$ cat config.mk
export PLATFORM = sky130hd
export DESIGN_NAME = primality_test_64_core
export DESIGN_NICKNAME = d
export VERILOG_FILES = /design/src/pt64_pkg.sv /design/src/pt64_modmul.sv /design/src/pt64_trial.sv /design/src/primality_test_64_core.sv
export SDC_FILE = /design/constraint.sdc
export NUM_CORES = 2
export LEC_CHECK = 0
export ABC_AREA = 1
export BUFFER_PORTS_ARGS = -buffer_cell sky130_fd_sc_hd__buf_2
export CELL_PAD_IN_SITES_DETAIL_PLACEMENT = 1
export CELL_PAD_IN_SITES_GLOBAL_PLACEMENT = 2
export CORE_UTILIZATION = 39
export CTS_BUF_LIST = sky130_fd_sc_hd__clkbuf_8
export DETAILED_ROUTE_END_ITERATION = 6
export HOLD_SLACK_MARGIN = 0.06
export PLACE_DENSITY_LB_ADDON = 0.1
export SYNTH_ARGS = -nofsm -noshare
export SYNTH_HDL_FRONTEND = slang
export SYNTH_SLANG_ARGS = --single-unit
$ cat constraint.sdc
create_clock -name i_clk -period 13.85 [get_ports i_clk]
set_input_delay 2.0775 -clock i_clk [delete_from_list [all_inputs] [get_ports i_clk]]
set_output_delay 2.0775 -clock i_clk [all_outputs]
set_load 0.1 [all_outputs]
$ cat src/pt64_pkg.sv
package pt64_pkg;

    localparam int unsigned DataW = 64;
    localparam int unsigned NumBases = 7;
    localparam int unsigned NumSmall = 24;

    typedef enum logic [3:0] {
        t_idle_st,
        t_trial_st,
        t_round_st,
        t_pow_mul_st,
        t_pow_sq_st,
        t_chk_st,
        t_sq_st,
        t_done_st
    } t_state;

    typedef struct packed {
        logic            start;
        logic [DataW-1:0] a;
        logic [DataW-1:0] b;
    } t_mul_req;

    function automatic logic [6:0] small_prime(input logic [4:0] idx);
        logic [6:0] p;
        unique case (idx)
            5'd0: p = 7'd3;    5'd1: p = 7'd5;    5'd2: p = 7'd7;    5'd3: p = 7'd11;
            5'd4: p = 7'd13;   5'd5: p = 7'd17;   5'd6: p = 7'd19;   5'd7: p = 7'd23;
            5'd8: p = 7'd29;   5'd9: p = 7'd31;   5'd10: p = 7'd37;  5'd11: p = 7'd41;
            5'd12: p = 7'd43;  5'd13: p = 7'd47;  5'd14: p = 7'd53;  5'd15: p = 7'd59;
            5'd16: p = 7'd61;  5'd17: p = 7'd67;  5'd18: p = 7'd71;  5'd19: p = 7'd73;
            5'd20: p = 7'd79;  5'd21: p = 7'd83;  5'd22: p = 7'd89;  5'd23: p = 7'd97;
            default: p = 7'd3;
        endcase
        return p;
    endfunction

    // floor(2^22 / p) for each small prime, same order as small_prime.
    function automatic logic [20:0] small_recip(input logic [4:0] idx);
        logic [20:0] r;
        unique case (idx)
            5'd0: r = 21'd1398101;  5'd1: r = 21'd838860;   5'd2: r = 21'd599186;
            5'd3: r = 21'd381300;   5'd4: r = 21'd322638;   5'd5: r = 21'd246723;
            5'd6: r = 21'd220752;   5'd7: r = 21'd182361;   5'd8: r = 21'd144631;
            5'd9: r = 21'd135300;   5'd10: r = 21'd113359;  5'd11: r = 21'd102300;
            5'd12: r = 21'd97541;   5'd13: r = 21'd89240;   5'd14: r = 21'd79137;
            5'd15: r = 21'd71089;   5'd16: r = 21'd68759;   5'd17: r = 21'd62601;
            5'd18: r = 21'd59074;   5'd19: r = 21'd57456;   5'd20: r = 21'd53092;
            5'd21: r = 21'd50533;   5'd22: r = 21'd47127;   5'd23: r = 21'd43240;
            default: r = 21'd1398101;
        endcase
        return r;
    endfunction

    function automatic logic [31:0] witness(input logic [2:0] idx);
        logic [31:0] w;
        unique case (idx)
            3'd0: w = 32'd2;
            3'd1: w = 32'd325;
            3'd2: w = 32'd9375;
            3'd3: w = 32'd28178;
            3'd4: w = 32'd450775;
            3'd5: w = 32'd9780504;
            3'd6: w = 32'd1795265022;
            default: w = 32'd2;
        endcase
        return w;
    endfunction

endpackage

$ cat src/pt64_modmul.sv
module pt64_modmul #(
    parameter int unsigned W = pt64_pkg::DataW
) (
    input  logic                i_clk,
    input  logic                i_rst_n,
    input  pt64_pkg::t_mul_req  i_req,
    input  logic [W-1:0]        i_mod,
    output logic                o_done,
    output logic [W-1:0]        o_prod
);
    // Shift-and-add, MSB first: acc = 2*acc (+ a) mod m, one bit a cycle.
    localparam int unsigned CntW = $clog2(W + 1);

    logic [W-1:0]    r_acc, n_acc;
    logic [W-1:0]    r_a;
    logic [W-1:0]    r_b;
    logic [CntW-1:0] r_cnt;
    logic            r_busy;
    logic            r_done;
    logic [W:0]      dbl, dbl_red, sum;

    always_comb begin
        dbl     = {r_acc, 1'b0};
        dbl_red = (dbl >= {1'b0, i_mod}) ? dbl - {1'b0, i_mod} : dbl;
        sum     = dbl_red + {1'b0, r_a};
        if (r_b[W-1]) begin
            n_acc = (sum >= {1'b0, i_mod}) ? W'(sum - {1'b0, i_mod}) : sum[W-1:0];
        end else begin
            n_acc = dbl_red[W-1:0];
        end
    end

    always_ff @(posedge i_clk) begin
        if (!i_rst_n) begin
            r_busy <= 1'b0;
            r_done <= 1'b0;
            r_cnt  <= '0;
        end else begin
            r_done <= 1'b0;
            if (i_req.start) begin
                r_busy <= 1'b1;
                r_cnt  <= CntW'(W);
            end else if (r_busy) begin
                r_cnt <= r_cnt - 1'b1;
                if (r_cnt == CntW'(1)) begin
                    r_busy <= 1'b0;
                    r_done <= 1'b1;
                end
            end
        end
    end

    always_ff @(posedge i_clk) begin
        if (i_req.start) begin
            r_acc <= '0;
            r_a   <= i_req.a;
            r_b   <= i_req.b;
        end else if (r_busy) begin
            r_acc <= n_acc;
            r_b   <= {r_b[W-2:0], 1'b0};
        end
    end

    assign o_done = r_done;
    assign o_prod = r_acc;
endmodule

$ cat src/pt64_trial.sv
module pt64_trial #(
    parameter int unsigned W = pt64_pkg::DataW
) (
    input  logic         i_clk,
    input  logic         i_start,
    input  logic [W-1:0] i_n,
    input  logic [6:0]   i_p,
    input  logic [20:0]  i_recip,
    output logic         o_done,
    output logic         o_zero
);
    // Remainder by one small prime, a byte a cycle: estimate the quotient
    // with floor(2^22 / p), then correct with one compare and subtract.
    localparam int unsigned Chunks = W / 8;
    localparam int unsigned CntW = $clog2(Chunks + 1);

    logic [W-1:0]    r_n;
    logic [6:0]      r_rem;
    logic [CntW-1:0] r_cnt;
    logic [14:0]     x;
    logic [35:0]     q_est;
    logic [20:0]     qp;
    logic [14:0]     rem;
    logic [6:0]      n_rem;

    assign x     = {r_rem, r_n[W-1 -: 8]};
    assign q_est = {21'd0, x} * {15'd0, i_recip};
    assign qp    = {7'd0, q_est[35:22]} * {14'd0, i_p};
    assign rem   = x - qp[14:0];
    assign n_rem = (rem >= {8'd0, i_p}) ? 7'(rem - {8'd0, i_p}) : rem[6:0];

    always_ff @(posedge i_clk) begin
        if (i_start) begin
            r_n   <= i_n;
            r_rem <= '0;
            r_cnt <= CntW'(Chunks);
        end else if (r_cnt != '0) begin
            r_n   <= {r_n[W-9:0], 8'd0};
            r_rem <= n_rem;
            r_cnt <= r_cnt - 1'b1;
        end
    end

    assign o_done = (r_cnt == '0) && !i_start;
    assign o_zero = (r_rem == '0);
endmodule

$ cat src/primality_test_64_core.sv
// Sequence: trial division by each of 24 small primes, then per base up to
// 128 modular products on one shared bit-serial modular multiplier; 0, 1, 2
// and even candidates are decided directly without trial division.
// Throughput: one candidate at a time; the next is taken the cycle after the
// result beat leaves, and the result register holds while i_stall is high.
// Reset: synchronous active-low i_rst_n returns the sequencer to idle.
module primality_test_64_core #(
    parameter int unsigned W = pt64_pkg::DataW
) (
    input  logic         i_clk,
    input  logic         i_rst_n,
    input  logic         i_valid,
    output logic         o_stall,
    input  logic [W-1:0] i_candidate,
    output logic         o_valid,
    input  logic         i_stall,
    output logic         o_prime_flag
);
    localparam int unsigned EW = $clog2(W + 1);

    pt64_pkg::t_state r_state, n_state;
    logic [W-1:0] r_n;
    logic [W-1:0] r_x, r_b, r_e;
    logic [W-1:0] n_x, n_b, n_e;
    logic [W-1:0] nm1;
    logic [4:0]   r_pi, n_pi;
    logic [2:0]   r_bi, n_bi;
    logic [EW-1:0] r_tw, n_tw;   // squarings still allowed
    logic [EW-1:0] r_s, n_s;     // trailing zeros of n-1
    logic         r_res, n_res;
    logic         r_ov, n_ov;
    logic         r_tstart, n_tstart;
    logic         mul_done, t_done, t_zero;
    logic [W-1:0] prod;
    logic [W-1:0] base_red;
    pt64_pkg::t_mul_req req;
    logic [EW-1:0] tz;
    logic         tz_hit;
    logic [6:0]   cur_p;
    logic [20:0]  cur_recip;

    assign nm1       = r_n - 1'b1;
    assign cur_p     = pt64_pkg::small_prime(r_pi);
    assign cur_recip = pt64_pkg::small_recip(r_pi);
    // Bases fit 31 bits; n may still be below the base, so reduce it first.
    assign base_red = {{(W-32){1'b0}}, pt64_pkg::witness(r_bi)};

    // Lowest set bit of n-1 (n odd and above 97, so bit 0 is clear).
    always_comb begin
        tz     = '0;
        tz_hit = 1'b0;
        for (int i = 1; i < W; i++) begin
            if (!tz_hit && nm1[i]) begin
                tz     = EW'(i);
                tz_hit = 1'b1;
            end
        end
    end

    pt64_trial #(.W(W)) u_trial (
        .i_clk  (i_clk),
        .i_start(r_tstart),
        .i_n    (r_n),
        .i_p    (cur_p),
        .i_recip(cur_recip),
        .o_done (t_done),
        .o_zero (t_zero)
    );

    pt64_modmul #(.W(W)) u_mul (
        .i_clk  (i_clk),
        .i_rst_n(i_rst_n),
        .i_req  (req),
        .i_mod  (r_n),
        .o_done (mul_done),
        .o_prod (prod)
    );

    always_ff @(posedge i_clk) begin
        if (!i_rst_n) begin
            r_state  <= pt64_pkg::t_idle_st;
            r_ov     <= 1'b0;
            r_tstart <= 1'b0;
        end else begin
            r_state  <= n_state;
            r_ov     <= n_ov;
            r_tstart <= n_tstart;
        end
    end

    always_ff @(posedge i_clk) begin
        if (r_state == pt64_pkg::t_idle_st && i_valid) r_n <= i_candidate;
        r_x   <= n_x;
        r_b   <= n_b;
        r_e   <= n_e;
        r_pi  <= n_pi;
        r_bi  <= n_bi;
        r_tw  <= n_tw;
        r_s   <= n_s;
        r_res <= n_res;
    end

    always_comb begin
        n_state  = r_state;
        n_x = r_x; n_b = r_b; n_e = r_e;
        n_pi = r_pi; n_bi = r_bi; n_tw = r_tw; n_s = r_s;
        n_res = r_res;
        n_ov = r_ov;
        n_tstart = 1'b0;
        req = '{start: 1'b0, a: r_x, b: r_b};
        unique case (r_state)
            pt64_pkg::t_idle_st: begin
                if (i_valid) begin
                    n_pi = '0;
                    n_bi = '0;
                    if (i_candidate < W'(2)) begin
                        n_res = 1'b0; n_state = pt64_pkg::t_done_st;
                    end else if (i_candidate == W'(2)) begin
                        n_res = 1'b1; n_state = pt64_pkg::t_done_st;
                    end else if (!i_candidate[0]) begin
                        n_res = 1'b0; n_state = pt64_pkg::t_done_st;
                    end else begin
                        n_tstart = 1'b1; n_state = pt64_pkg::t_trial_st;
                    end
                end
            end
            pt64_pkg::t_trial_st: begin
                if (t_done) begin
                    if (r_n == {{(W-7){1'b0}}, cur_p}) begin
                        n_res = 1'b1; n_state = pt64_pkg::t_done_st;
                    end else if (t_zero) begin
                        n_res = 1'b0; n_state = pt64_pkg::t_done_st;
                    end else if (r_pi == 5'(pt64_pkg::NumSmall - 1)) begin
                        n_s = tz; n_state = pt64_pkg::t_round_st;
                    end else begin
                        n_pi = r_pi + 1'b1; n_tstart = 1'b1;
                    end
                end
            end
            pt64_pkg::t_round_st: begin
                n_x = W'(1);
                n_b = base_red;
                n_e = nm1 >> r_s;
                n_tw = r_s - 1'b1;
                // Reduce base: 1 * base mod n, fed MSB first from the base.
                req = '{start: 1'b1, a: W'(1), b: base_red};
                n_state = pt64_pkg::t_chk_st;
                n_ov = 1'b1;
            end
            pt64_pkg::t_pow_mul_st: begin
                if (mul_done) begin
                    if (r_ov) begin
                        n_x = prod;
                    end else begin
                        n_b = prod;
                        n_e = r_e >> 1;
                    end
                    n_ov = 1'b0;
                    if (r_ov) begin
                        req = '{start: 1'b1, a: r_b, b: r_b};
                    end else if (r_e[1]) begin
                        // next bit set: multiply first
                        req = '{start: 1'b1, a: r_x, b: prod};
                        n_ov = 1'b1;
                    end else if ((r_e >> 1) != '0) begin
                        req = '{start: 1'b1, a: prod, b: prod};
                    end else begin
                        n_state = pt64_pkg::t_sq_st;
                    end
                    if (!r_ov && (r_e >> 1) == '0) n_state = pt64_pkg::t_sq_st;
                end
            end
            pt64_pkg::t_chk_st: begin
                // base mod n ready
                if (mul_done) begin
                    if (prod == '0) begin
                        n_state = pt64_pkg::t_pow_sq_st; // round passes
                    end else begin
                        n_b = prod;
                        n_state = pt64_pkg::t_pow_mul_st;
                        if (r_e[0]) begin
                            req = '{start: 1'b1, a: r_x, b: prod};
                            n_ov = 1'b1;
                        end else begin
                            req = '{start: 1'b1, a: prod, b: prod};
                            n_ov = 1'b0;
                        end
                    end
                end
            end
            pt64_pkg::t_sq_st: begin
                // r_x holds base^d (first entry) or a squared value
                if (r_x == W'(1) && r_tw == r_s - 1'b1 || r_x == nm1) begin
                    n_state = pt64_pkg::t_pow_sq_st;
                end else if (r_tw == '0) begin
                    n_res = 1'b0; n_state = pt64_pkg::t_done_st;
                end else begin
                    req = '{start: 1'b1, a: r_x, b: r_x};
                    n_ov = 1'b1;
                    n_tw = r_tw - 1'b1;
                    n_state = pt64_pkg::t_chk_st;
                    n_e = '0;
                    n_x = r_x;
                end
            end
            pt64_pkg::t_pow_sq_st: begin
                if (r_bi == 3'(pt64_pkg::NumBases - 1)) begin
                    n_res = 1'b1; n_state = pt64_pkg::t_done_st;
                end else begin
                    n_bi = r_bi + 1'b1; n_state = pt64_pkg::t_round_st;
                end
            end
            pt64_pkg::t_done_st: begin
                if (!i_stall) n_state = pt64_pkg::t_idle_st;
            end
            default: n_state = pt64_pkg::t_idle_st;
        endcase
        // squaring phase reuses chk state with r_e == 0 sentinel via r_ov
        if (r_state == pt64_pkg::t_chk_st && mul_done && r_e == '0 && r_ov
            && r_tw != r_s - 1'b1) begin
            n_x = prod;
            req = '{start: 1'b0, a: r_x, b: r_b};
            n_state = pt64_pkg::t_sq_st;
            n_ov = 1'b0;
        end
    end

    assign o_stall      = (r_state != pt64_pkg::t_idle_st);
    assign o_valid      = (r_state == pt64_pkg::t_done_st);
    assign o_prime_flag = r_res;

    a_one_result: assert property (@(posedge i_clk) disable iff (!i_rst_n)
        (o_valid && !i_stall) |=> !o_valid)
        else $error("result repeated");
    a_busy_no_take: assert property (@(posedge i_clk) disable iff (!i_rst_n)
        o_valid |-> o_stall)
        else $error("input taken while result pending");
    a_res_hold: assert property (@(posedge i_clk) disable iff (!i_rst_n)
        (o_valid && i_stall) |=> $stable(o_prime_flag))
        else $error("stalled result changed");
endmodule
==> flow_summary.yaml <==
outcome:
  outcome: "finished clean"
global_route:
  antenna_found_initial: 13
  use_met1: 0.456
  first_global_vias: 62676
  grt_pass1_wl_mm: 413
  grt_use_met3: 0.0625
  gr-usage-all-layers: 0.348
  use_met2: 0.568
  top_usage_layer: "met2"
  grt_overflow: 0
  grt_max_degree: 95
drt:
  drt-total-wl_mm: 281
  drtPass1Iterations: 5
  ant_nets: 0
  vias_per_cell: 5.86
  vias: 61772
  drtIter0Drc: 5030
  wl_per_cell_microns: 26.7
  post-route-drc-count: 0
clocking:
  cts_setup_buffers: 0
  cts_resized: 0
  max-clock-path-buffers: 3
  cts_sinks: 586
  cts.clk_slew.worst_paths_ns: 0.06
  hold_buffers: 0
  clkLatencyLatePin_ns: 0.92
  cts_tree: "built"
  numCtsBuffers: 119
  htreeDepth: 3
  root_buffer: "clkbuf_8"
final_layout:
  fillers: 19642
  syn_to_final_growth_pct: 8.39
  drive_gt1_frac: 0.0700
  fin_nets: 9087
  multiInputGateArea_sq_um: 38600
  regArea_sq_um: 16400
  fin_area_sq_um: 66700
worst_setup_path:
  cpMostUsedCell: "nand2_1"
  critPathTopFamily: "compound AO/OA/AOI/OAI gates"
  cp-start-kind: "flop"
  critPathMaxFanout: 20
  cp-end-kind: "flop"
  worstPathArrival_ns: 13.89
  critPathSlowestCell: "edfxtp_1"
  slowest_delay_ns: 0.47
  path_class: "flop to flop"
  critical_path_required_ns: 14.65
  crit_buf_inv: 12
yosys:
  synth_enable_flop_cells: 470
  synth.top_cell.area_share: 0.229
  synth_nets: 9157
  ys_top_cells_by_count: "nand2_1 (1725), inv_1 (1280), nor2_1 (772)"
  ys_seq_area_frac: 0.267
  yosysUniqueCellTypes: 72
  syn_inst: 8437
  yosys_warnings: 0
  yosysMostFrequentCell: "nand2_1"
  netlist_area_sq_um: 61600
  ys_ff_latch: 586
  synth-async-reset-ratio: 0
  synthTopCellsByArea: "edfxtp_1 (23%), nand2_1 (11%), fa_1 (10%)"
  synth_area_leader_cell: "edfxtp_1"
  synth_ff_type: "edfxtp_1"
  avgSynthCellArea_sq_um: 7.30
floorplan:
  die-area_sq_um: 159000
  core_area_sq_um: 156000
  die_h_microns: 399
  initial_core_util: 0.394
  io_pins: 71
  row_count: 145
  die_width_microns: 399
timing:
  min_period_over_period: 0.945
  setup_viol: 0
  finalCriticalPeriod_ns: 13.09
  fmax_mhz: 76.4
  rsz0062_at_grt: "no"
  fin_worst_skew_ns: 0.0791
  worst_slew_pin_slew_ns: 1.28
  holdWs_ns: 0.490
  hold_viol: 0
  tns_ns: 0
  drv_slew: 0
  max_slew_margin: 0.145
job:
  maxCapViolCount: 0
min_path:
  hold_path_class: "flop to flop"
placement:
  dpl.hpwl_mm: 220
  place_area_sq_um: 64200
  port_buffers: 70
  place.gp.congestion: 0.967
==> worst register-to-register path: cells and delay by family, from the launching register on <==
family	cells	cell delay (ns)
AO/OA/AOI/OAI	38	7.00
XOR/XNOR	1	0.21
adder cells (fa/ha/maj)	4	1.35
buffers and inverters	12	1.54
flip-flops	1	0.47
AND/OR/NAND/NOR	20	2.42
==> through the flow <==
stage,setup WS (ns),std cells,util
after floorplan,2.83,8437,-
after global placement,0.563,10304,0.410
after detailed placement,0.171,10304,0.410
after CTS,0.121,10530,0.426
after global routing,0.00177,10539,0.427
final,0.763,10545,0.427
==> path summary, 6_finish.rpt <==
path                                from                           end  slack (ns)  cells after the start
min reg2reg  u_mul.r_cnt[2]$_SDFFE_PP0P_   u_mul.r_cnt[2]$_SDFFE_PP0P_        0.49                      2
max reg2reg             r_n[3]$_DFFE_PP_  u_mul.o_prod[5]$_SDFFE_PP0P_        0.76                     75
min          u_mul.r_cnt[2]$_SDFFE_PP0P_   u_mul.r_cnt[2]$_SDFFE_PP0P_        0.49                      2
max                     r_n[3]$_DFFE_PP_  u_mul.o_prod[5]$_SDFFE_PP0P_        0.76                     75
==> cell type report <==
| cell class | count | area share |
|---|---|---|
| clock inverter | 90 | 0.00919 |
| sequential | 586 | 0.246 |
| inverter | 1331 | 0.0751 |
| tap | 2058 | 0.0386 |
| clock buffer | 136 | 0.0280 |
| multi-input combinational | 6111 | 0.579 |
| antenna | 15 | 0.000562 |
| timing repair buffer | 218 | 0.0230 |
==> routing by layer <==
metal / vias up / part of all wire / routed length, microns
li1: 28139 / - / -
met4: 8 / 0.039 / 10800
met1: 31146 / 0.43 / 122000
met5: - / 0.00018 / 51
met2: 2051 / 0.46 / 130000
met3: 428 / 0.068 / 19100
==> cells by family (layout without fill, tap and decap cells) <==
group                    count (synthesis)  after routing  share of synthesized area
other                                    0             15                          0
XOR/XNOR                               303            303                     0.0431
AND/OR/NAND/NOR                       3147           3147                      0.217
flip-flops                             586            586                      0.267
AO/OA/AOI/OAI                         1994           1994                      0.192
buffers and inverters                 1740           1775                      0.109
adder cells (fa/ha/maj)                652            652                      0.170
multiplexers                            15             15                    0.00244
==> cells in the final DEF, fill, tap and decap left out, drive strengths merged, types with 87 or more instances in the layout <==
cell type and count:
a21oi 625, buf 218, clkbuf 136, dfxtp 116, edfxtp 470, fa 308
ha 344, inv 1369, nand2 1743, nand3 241, nand4 147, nor2 810
nor3 96, nor4 87, o211ai 204, o21ai 775, xnor2 97, xor2 206
==> registers in the layout, indices dropped and copies added (netlist names), 4 cells and up <==
register,cells
cur_p,6
cur_recip,21
r_b,64
r_e,64
r_n,64
r_pi,5
r_s,6
r_tw,7
r_x,64
u_mul.o_prod,64
u_mul.r_a,64
u_mul.r_b,64
u_mul.r_cnt,7
u_trial.r_cnt,4
u_trial.r_n,64
u_trial.r_rem,7
Power is not shown: default switching activity piles up to over one toggle a cycle in this logic, so the estimate is an artifact.
